## src/sv/epoch_flag_event_segmenter_assert.svh

```systemverilog
// assertion macros for the epoch flag event segmenter
`ifndef EPOCH_FLAG_EVENT_SEGMENTER_ASSERT_SVH
`define EPOCH_FLAG_EVENT_SEGMENTER_ASSERT_SVH

// same cycle implication
`define EFES_ASSERT_IMPLIES(label, ante, cons) \
	label: assert property (@(posedge clk) disable iff (!arst_n) (ante) |-> (cons)) \
		else $error("efes assertion failed");

// next cycle implication
`define EFES_ASSERT_NEXT(label, ante, cons) \
	label: assert property (@(posedge clk) disable iff (!arst_n) (ante) |=> (cons)) \
		else $error("efes assertion failed");

`endif

```

## src/sv/efes_pkg.sv

```systemverilog
// ----------------------------------------------------------------------------
// efes_pkg
// Shared types, widths and codes of the epoch flag event segmenter.
// ----------------------------------------------------------------------------
`timescale 1ns / 1ps

package efes_pkg;

	localparam int FEAT_BITS         = 24;
	localparam int WINDOW_DEPTH_DEF  = 256;
	localparam int TIME_W            = 32;
	localparam int CH_W              = 8;
	localparam int PEAK_W            = 16;
	localparam int TOTAL_W           = 16;
	localparam int EL_W              = 20;
	localparam int DUR_W             = 24;
	localparam int LIM_W             = 9;
	localparam int CFG_IDX_W         = 3;
	localparam int CFG_DATA_W        = 24;

	localparam logic [EL_W-1:0]  EPOCH_LENGTH_RST = 20'd5000;
	localparam logic [DUR_W-1:0] MIN_DURATION_RST = 24'd0;
	localparam logic [DUR_W-1:0] MAX_DURATION_RST = 24'd200000;
	localparam logic [DUR_W-1:0] MIN_GAP_RST      = 24'd5000;
	localparam logic [LIM_W-1:0] WINDOW_LIMIT_RST = 9'd200;

	typedef enum logic [CFG_IDX_W-1:0] {
		REG_EPOCH_LENGTH,
		REG_MIN_DURATION,
		REG_MAX_DURATION,
		REG_MIN_GAP,
		REG_WINDOW_LIMIT
	} cfg_reg_t;

	typedef enum logic [1:0] {
		OUT_NEW,
		OUT_MERGED,
		OUT_SHORT,
		OUT_LONG
	} outcome_t;

	typedef enum logic [2:0] {
		ST_IDLE,
		ST_EVAL,
		ST_PUSH,
		ST_STATS,
		ST_DECIDE
	} ctrl_state_t;

	typedef enum logic [1:0] {
		WS_IDLE,
		WS_READ,
		WS_UPDATE
	} win_state_t;

	typedef enum logic [2:0] {
		SS_IDLE,
		SS_MUL,
		SS_SUB,
		SS_DIV,
		SS_SQRT
	} stats_state_t;

	typedef struct packed {
		logic                 record_start;
		logic                 is_event_epoch;
		logic [TIME_W-1:0]    epoch_time;
		logic [CH_W-1:0]      channel;
		logic [FEAT_BITS-1:0] amplitude;
		logic [FEAT_BITS-1:0] power;
		logic [PEAK_W-1:0]    spectral_peak;
	} in_t;

	typedef struct packed {
		logic [1:0]           outcome;
		logic [CH_W-1:0]      det_channel;
		logic [TIME_W-1:0]    start_time;
		logic [TIME_W-1:0]    end_time;
		logic [FEAT_BITS-1:0] max_amplitude;
		logic [FEAT_BITS-1:0] max_power;
		logic [PEAK_W-1:0]    max_spectral_peak;
		logic [FEAT_BITS-1:0] bg_amplitude;
		logic [FEAT_BITS-1:0] bg_power;
		logic [FEAT_BITS-1:0] bg_std_dev;
		logic [TOTAL_W-1:0]   short_total;
		logic [TOTAL_W-1:0]   long_total;
	} out_t;

	typedef struct packed {
		logic clear;
		logic push;
	} win_cmd_t;

	typedef struct packed {
		logic [FEAT_BITS-1:0] bg_amp;
		logic [FEAT_BITS-1:0] bg_pow;
		logic [FEAT_BITS-1:0] bg_std;
	} stats_res_t;

endpackage

```

## src/sv/efes_stats.sv

```systemverilog
// ----------------------------------------------------------------------------
// efes_stats
// Serial background statistics: shift-add products, restoring divisions for
// the means and the variance, then a two-bit-per-step square root.
// ----------------------------------------------------------------------------
`timescale 1ns / 1ps

module efes_stats #(
	parameter int DEPTH = efes_pkg::WINDOW_DEPTH_DEF,
	localparam int CW = $clog2(DEPTH + 1),
	localparam int SW = efes_pkg::FEAT_BITS + CW,
	localparam int QW = 2 * efes_pkg::FEAT_BITS + CW
) (
	input  logic                 clk,
	input  logic                 arst_n,
	input  logic                 start,
	input  logic [CW-1:0]        n,
	input  logic [SW-1:0]        sum_amp,
	input  logic [SW-1:0]        sum_pow,
	input  logic [QW-1:0]        sum_sq,
	output logic                 done,
	output efes_pkg::stats_res_t res
);
	localparam int F  = efes_pkg::FEAT_BITS;
	localparam int NW = 2 * F + 2 * CW;
	localparam int IW = $clog2(NW + 1);

	efes_pkg::stats_state_t state_q;
	logic [IW-1:0] iter_q;
	logic          done_q;

	logic [NW-1:0]   acc_a_q, acc_b_q, mca_q, mcb_q;
	logic [CW-1:0]   mpa_q, n_q;
	logic [SW-1:0]   mpb_q;
	logic [2*CW-1:0] nsq_q, remv_q;
	logic [CW-1:0]   rema_q, remp_q;
	logic [NW-1:0]   dvv_q, dva_q, dvp_q;
	logic [2*F-1:0]  x_q;
	logic [F:0]      rems_q;
	logic [F-1:0]    root_q;
	efes_pkg::stats_res_t res_q;

	logic [NW-1:0]   acc_a_n, acc_b_n;
	logic [2*CW:0]   vtrial;
	logic [CW:0]     atrial, ptrial;
	logic            v_ge, a_ge, p_ge, s_ge;
	logic [NW-1:0]   dvv_n, dva_n, dvp_n;
	logic [F+2:0]    strial, ssub, srem;
	logic [F-1:0]    root_n;

	always_comb begin
		acc_a_n = mpa_q[0] ? acc_a_q + mca_q : acc_a_q;
		acc_b_n = mpb_q[0] ? acc_b_q + mcb_q : acc_b_q;
		vtrial  = {remv_q, dvv_q[NW-1]};
		atrial  = {rema_q, dva_q[NW-1]};
		ptrial  = {remp_q, dvp_q[NW-1]};
		v_ge    = vtrial >= {1'b0, nsq_q};
		a_ge    = atrial >= {1'b0, n_q};
		p_ge    = ptrial >= {1'b0, n_q};
		dvv_n   = {dvv_q[NW-2:0], v_ge};
		dva_n   = {dva_q[NW-2:0], a_ge};
		dvp_n   = {dvp_q[NW-2:0], p_ge};
		strial  = {rems_q, x_q[2*F-1:2*F-2]};
		ssub    = {1'b0, root_q, 2'b01};
		s_ge    = strial >= ssub;
		srem    = s_ge ? strial - ssub : strial;
		root_n  = {root_q[F-2:0], s_ge};
	end

	always_ff @(posedge clk or negedge arst_n) begin
		if (!arst_n) begin
			state_q <= efes_pkg::SS_IDLE;
			iter_q  <= '0;
			done_q  <= 1'b0;
		end else begin
			done_q <= 1'b0;
			case (state_q)
				efes_pkg::SS_IDLE: begin
					if (start) begin
						if (n == '0) begin
							done_q <= 1'b1;
						end else begin
							state_q <= efes_pkg::SS_MUL;
							iter_q  <= IW'(SW);
						end
					end
				end
				efes_pkg::SS_MUL: begin
					iter_q <= iter_q - IW'(1);
					if (iter_q == IW'(1)) begin
						state_q <= efes_pkg::SS_SUB;
					end
				end
				efes_pkg::SS_SUB: begin
					state_q <= efes_pkg::SS_DIV;
					iter_q  <= IW'(NW);
				end
				efes_pkg::SS_DIV: begin
					iter_q <= iter_q - IW'(1);
					if (iter_q == IW'(1)) begin
						state_q <= efes_pkg::SS_SQRT;
						iter_q  <= IW'(F);
					end
				end
				efes_pkg::SS_SQRT: begin
					iter_q <= iter_q - IW'(1);
					if (iter_q == IW'(1)) begin
						state_q <= efes_pkg::SS_IDLE;
						done_q  <= 1'b1;
					end
				end
				default: begin
					state_q <= efes_pkg::SS_IDLE;
				end
			endcase
		end
	end

	always_ff @(posedge clk) begin
		case (state_q)
			efes_pkg::SS_IDLE: begin
				if (start) begin
					if (n == '0) begin
						res_q <= '0;
					end else begin
						acc_a_q <= '0;
						acc_b_q <= '0;
						mca_q   <= NW'(sum_sq);
						mcb_q   <= NW'(sum_pow);
						mpa_q   <= n;
						mpb_q   <= sum_pow;
						n_q     <= n;
						nsq_q   <= (2*CW)'(n) * (2*CW)'(n);
						dva_q   <= NW'(sum_amp);
						dvp_q   <= NW'(sum_pow);
					end
				end
			end
			efes_pkg::SS_MUL: begin
				acc_a_q <= acc_a_n;
				acc_b_q <= acc_b_n;
				mca_q   <= {mca_q[NW-2:0], 1'b0};
				mcb_q   <= {mcb_q[NW-2:0], 1'b0};
				mpa_q   <= mpa_q >> 1;
				mpb_q   <= mpb_q >> 1;
			end
			efes_pkg::SS_SUB: begin
				dvv_q  <= (acc_a_q >= acc_b_q) ? acc_a_q - acc_b_q : '0;
				remv_q <= '0;
				rema_q <= '0;
				remp_q <= '0;
			end
			efes_pkg::SS_DIV: begin
				remv_q <= v_ge ? (2*CW)'(vtrial - {1'b0, nsq_q}) : (2*CW)'(vtrial);
				rema_q <= a_ge ? CW'(atrial - {1'b0, n_q}) : CW'(atrial);
				remp_q <= p_ge ? CW'(ptrial - {1'b0, n_q}) : CW'(ptrial);
				dvv_q  <= dvv_n;
				dva_q  <= dva_n;
				dvp_q  <= dvp_n;
				if (iter_q == IW'(1)) begin
					res_q.bg_amp <= dva_n[F-1:0];
					res_q.bg_pow <= dvp_n[F-1:0];
					x_q          <= dvv_n[2*F-1:0];
					rems_q       <= '0;
					root_q       <= '0;
				end
			end
			efes_pkg::SS_SQRT: begin
				rems_q <= srem[F:0];
				root_q <= root_n;
				x_q    <= {x_q[2*F-3:0], 2'b00};
				if (iter_q == IW'(1)) begin
					res_q.bg_std <= root_n;
				end
			end
			default: begin
			end
		endcase
	end

	assign done = done_q;
	assign res  = res_q;

endmodule

```

## config.mk

```make
export PLATFORM = sky130hd
export DESIGN_NAME = efes_stats
export DESIGN_NICKNAME = d
export VERILOG_FILES = /design/src/sv/epoch_flag_event_segmenter_assert.svh /design/src/sv/efes_pkg.sv /design/src/sv/efes_stats.sv
export SDC_FILE = /design/constraint.sdc
export NUM_CORES = 2
export LEC_CHECK = 0
export BUFFER_PORTS_ARGS = -buffer_cell sky130_fd_sc_hd__buf_2
export CAP_MARGIN = 30
export CORE_ASPECT_RATIO = 1.75
export CORE_MARGIN = 1
export CORE_UTILIZATION = 35
export CTS_BUF_LIST = sky130_fd_sc_hd__clkbuf_2
export CTS_CLUSTER_SIZE = 10
export DETAILED_ROUTE_END_ITERATION = 8
export GPL_ROUTABILITY_DRIVEN = 0
export SLEW_MARGIN = 20
export SYNTH_ARGS = -nofsm -noshare
export SYNTH_HDL_FRONTEND = slang
export SYNTH_SLANG_ARGS = --single-unit
```

## constraint.sdc

```tcl
create_clock -name clk -period 7.5 [get_ports clk]
set_input_delay 1.125 -clock clk [delete_from_list [all_inputs] [get_ports clk]]
set_output_delay 1.125 -clock clk [all_outputs]
set_load 0.01 [all_outputs]
```

==> impl_metrics.env <==
export IMPL_outcome="complete, but fails checks"
export IMPL_failed_checks="design-rule violations"
export IMPL_detail_route_iter0_violations=2044
export IMPL_cts_tree="yes"
export IMPL_synth_warnings=0
export IMPL_timing_critical_path_arrival_ps=6700
export IMPL_syn_avg_cell_area_um2=9.972
export IMPL_timing_final_max_slew_violations=0
export IMPL_cts_sinks=745
export IMPL_fin_nets=5392
export IMPL_final_hold_violation_count=0
export IMPL_die_area_um2=131900
export IMPL_postRouteAntennaNets=0
export IMPL_setup_total_negative_slack_ps=0
export IMPL_antenna_violations_before_repair=2
export IMPL_worst_ep_required_time_ps=8800
export IMPL_postLayoutCellArea_um2=51340
export IMPL_num_vias=35550
export IMPL_num_ports=208
export IMPL_finClkSkew_ps=164.8
export IMPL_tritoncts_num_buffers=180
export IMPL_route_detailed_drc=23
export IMPL_synth_nets=5045
export IMPL_timing_critical_path_from_type="input port"
export IMPL_worst_ir_drop_vdd_v=0.00009326
export IMPL_regToRegStartpoint="acc_b_q[10]"
export IMPL_multi_input_comb_area_um2=21600
export IMPL_hold_worst_slack_ps=359.8
export IMPL_detailedRoute_firstPassIterationCount=7
export IMPL_port_buffers=207
export IMPL_worst_r2r_path_depth=11
export IMPL_htree_levels=4
export IMPL_floorplan_initialDensity_pct=35.41
export IMPL_period_needed_ps=5402
export IMPL_groute_usage_overall_pct=18.58
export IMPL_regArea_um2=22320
export IMPL_hold_path_cell_count=4
export IMPL_rows=174
export IMPL_post_cts_buffers=0
export IMPL_placeableCoreArea_um2=128900
export IMPL_hold_path_class="in -> reg"
export IMPL_globalRoute_totalOverflow=0
export IMPL_hold_path_endpoint="mca_q[37]"
export IMPL_chipWidth_um=274.9
export IMPL_final_cell_mix="802 x sky130_fd_sc_hd__nand2_1, 734 x sky130_fd_sc_hd__edfxtp_1, 332 x sky130_fd_sc_hd__nor2_1"
export IMPL_wire_length_of_the_first_global_routing_pass_mm=193.2
export IMPL_max_clock_path_buffers=3
export IMPL_postSynth_topFlopCell="sky130_fd_sc_hd__edfxtp_1"
export IMPL_rsz_0062_raised_after_global_routing="no"
export IMPL_layout_drive_gt1_share_pct=11.21
export IMPL_worst_slew_pin_transition_ps=1239
export IMPL_worst_setup_path_type="in -> reg"
export IMPL_worst_setup_path_startpoint="n[6]"
export IMPL_gr_usage_met3_pct=2.729
export IMPL_fillers=12850
export IMPL_detailedPlacementHpwl_mm=90.04
export IMPL_mapped_area_um2=45630
export IMPL_clkSlewWorstSetupHoldPaths_ps=110
export IMPL_ctsResizeCount=0
export IMPL_leakage_nw=22.54
export IMPL_final_setup_violating_endpoints=0
export IMPL_ys_types=83
export IMPL_routed_wire_length_mm=123.8
export IMPL_insertion_delay_ps=1590
export IMPL_pwr_density_cell_nw_per_um2=153.5
export IMPL_worst_slew_margin_relative_to_its_limit_pct=17.42
export IMPL_number_of_global_route_vias_before_repair=36050
export IMPL_maxClockFrequency_mhz=185.1
export IMPL_gr_usage_met1_pct=20.50
export IMPL_worst_r2r_setup_slack_ps=2850
export IMPL_number_of_enable_flip_flop_cells_after_synthesis=734
export IMPL_max_cap_violations=0
export IMPL_hp_start="sum_sq[37]"
export IMPL_clock_tree_root_cell="sky130_fd_sc_hd__clkbuf_2"
export IMPL_period_share_pct=72.03
export IMPL_final_critical_path_setup_slack_ps=2098
export IMPL_end_kind="flip-flop"
export IMPL_post_drt_via_cell_ratio=5.285
export IMPL_most_utilized_layer_in_the_global_route_result="met2"
export IMPL_grt_util_met2_pct=33.99
export IMPL_flow_area_growth_from_synthesis_pct=12.51
export IMPL_synth_seq_cells=745
export IMPL_dp_worst_setup_slack_ps=1172
export IMPL_critical_path_fanout_max=16
export IMPL_rr_endpoint="acc_b_q[63]"
export IMPL_dpl_cell_area_um2=48320
export IMPL_final_common_cell="sky130_fd_sc_hd__nand2_1"
export IMPL_detail_route_wl_per_cell_um=18.41
export IMPL_register_area_share_after_synthesis_pct=48.91
export IMPL_post_synth_inst_count=4576
export IMPL_grt_max_degree=193
export IMPL_die_h_um=479.7
export IMPL_ys_async_sr_fraction_pct=1.477
[flip-flops by register name (all words and copies together) (netlist names), 16 cells and up]
register / count
rems_q: 25
dva_q: 66
dvv_q: 66
remv_q: 18
res: 72
mpb_q: 33
nsq_q: 16
root_q: 24
x_q: 48
mcb_q: 66
acc_a_q: 66
acc_b_q: 66
dvp_q: 66
mca_q: 66
[where the power goes]
| part | leakage (nW) | switching, mW | internal [mW] |
|---|---|---|---|
| registers | 7.04 | 0.000361 | 4.53 |
| logic | 14.3 | 0.282 | 0.288 |
| clock network | 1.20 | 1.81 | 0.967 |
| total | 22.5 | 2.09 | 5.79 |
[area by class of cell]
type                    instances  share of cell area, %
diodes                          6                0.02924
clock buffers                 249                  2.427
clock inverters                58                 0.6848
inverters                     267                  1.952
multi-input cells            3354                  42.07
flip-flops and latches        745                  43.47
well taps                    1672                  4.075
repair buffers                375                  5.286
[Yosys cell counts (20+ instances only)]
cell | count | area share, %
sky130_fd_sc_hd__a211oi_1 | 38 | 0.63
sky130_fd_sc_hd__a21o_1 | 205 | 3.4
sky130_fd_sc_hd__a21oi_1 | 291 | 3.2
sky130_fd_sc_hd__a22o_1 | 22 | 0.42
sky130_fd_sc_hd__a31oi_1 | 39 | 0.53
sky130_fd_sc_hd__and2_1 | 88 | 1.2
sky130_fd_sc_hd__and3_1 | 135 | 1.9
sky130_fd_sc_hd__clkbuf_1 | 187 | 1.5
sky130_fd_sc_hd__edfxtp_1 | 734 | 48
sky130_fd_sc_hd__fa_1 | 38 | 1.7
sky130_fd_sc_hd__ha_1 | 296 | 8.1
sky130_fd_sc_hd__inv_1 | 267 | 2.2
sky130_fd_sc_hd__mux2i_1 | 41 | 0.90
sky130_fd_sc_hd__nand2_1 | 807 | 6.6
sky130_fd_sc_hd__nand2b_1 | 41 | 0.56
sky130_fd_sc_hd__nand3_1 | 58 | 0.64
sky130_fd_sc_hd__nand4_1 | 60 | 0.82
sky130_fd_sc_hd__nor2_1 | 333 | 2.7
sky130_fd_sc_hd__nor2b_1 | 34 | 0.47
sky130_fd_sc_hd__nor3_1 | 67 | 0.73
sky130_fd_sc_hd__nor4_1 | 20 | 0.27
sky130_fd_sc_hd__o211ai_1 | 22 | 0.36
sky130_fd_sc_hd__o21a_1 | 30 | 0.49
sky130_fd_sc_hd__o21ai_0 | 161 | 1.8
sky130_fd_sc_hd__o21bai_1 | 51 | 0.84
sky130_fd_sc_hd__o31ai_1 | 60 | 0.99
sky130_fd_sc_hd__or3_1 | 20 | 0.27
sky130_fd_sc_hd__xnor2_1 | 138 | 2.6
sky130_fd_sc_hd__xor2_1 | 79 | 1.5
[per-layer routing]
metal  vias up  routed length (um)
met1     17080               48290
li1      17260                   -
met3       300                4729
met4         0                5459
met2       908               65330
met5         -                   0
[how the worst max path moves through the flow]
| stage | slack (ps) | end | cells past startpoint |
|---|---|---|---|
| 2_1_floorplan | 560 | acc_a_q[0] | 6 |
| 5_1_grt | 2080 | nsq_q[17] | 21 |
| 6_report | 2100 | nsq_q[17] | 21 |
| 3_3_place_gp | 1210 | nsq_q[17] | 20 |
| 3_5_place_dp | 1170 | nsq_q[17] | 20 |
| 4_1_cts | 2380 | nsq_q[17] | 21 |
[worst max-delay path, cell delays in order]
cell and delay, ps:
sky130_fd_sc_hd__dlygate4sd3_1 530, sky130_fd_sc_hd__buf_2 270, sky130_fd_sc_hd__and2_1 240, sky130_fd_sc_hd__inv_1 80
sky130_fd_sc_hd__fa_1 610, sky130_fd_sc_hd__inv_1 80, sky130_fd_sc_hd__fa_1 500, sky130_fd_sc_hd__inv_1 50
sky130_fd_sc_hd__fa_1 480, sky130_fd_sc_hd__fa_1 560, sky130_fd_sc_hd__inv_1 50, sky130_fd_sc_hd__ha_1 310
sky130_fd_sc_hd__inv_1 80, sky130_fd_sc_hd__o21bai_1 80, sky130_fd_sc_hd__a21oi_1 240, sky130_fd_sc_hd__nor2b_1 80
sky130_fd_sc_hd__o21a_1 190, sky130_fd_sc_hd__o31a_1 260, sky130_fd_sc_hd__or4_1 420, sky130_fd_sc_hd__a2111o_1 370
sky130_fd_sc_hd__o211ai_1 90
[what timing repair did]
action	in CTS	in global routing
hold buffers	137	0
setup endpoints to repair	0	0
hold endpoints to repair	217	0
[cell families (layout without fill, tap and decap cells)]
kind of cell               after synthesis  after routing  share of synthesized area (%)
adders and majority gates              334            334                          9.783
AOI/OAI and AO/OA                     1051           1051                          15.23
muxes                                   41             41                         0.8994
other                                    0              6                              0
and+or+nand+nor                       1711           1711                          17.03
DFF                                    745            745                          48.91
buffers and inverters                  477            949                          3.990
xor gates and xnor gates               217            217                          4.165
[per-stage QoR]
step / utilization (%) / power (mW) / std cells
after global placement: 37.47 / 5.137 / 6273
after global routing: 39.83 / 8.266 / 6726
after CTS: 39.79 / 8.039 / 6718
after detailed placement: 37.49 / 5.150 / 6274
after floorplan: - / 5.018 / 4576
final: 39.83 / 7.881 / 6726
(Power assumes the default switching activity.)
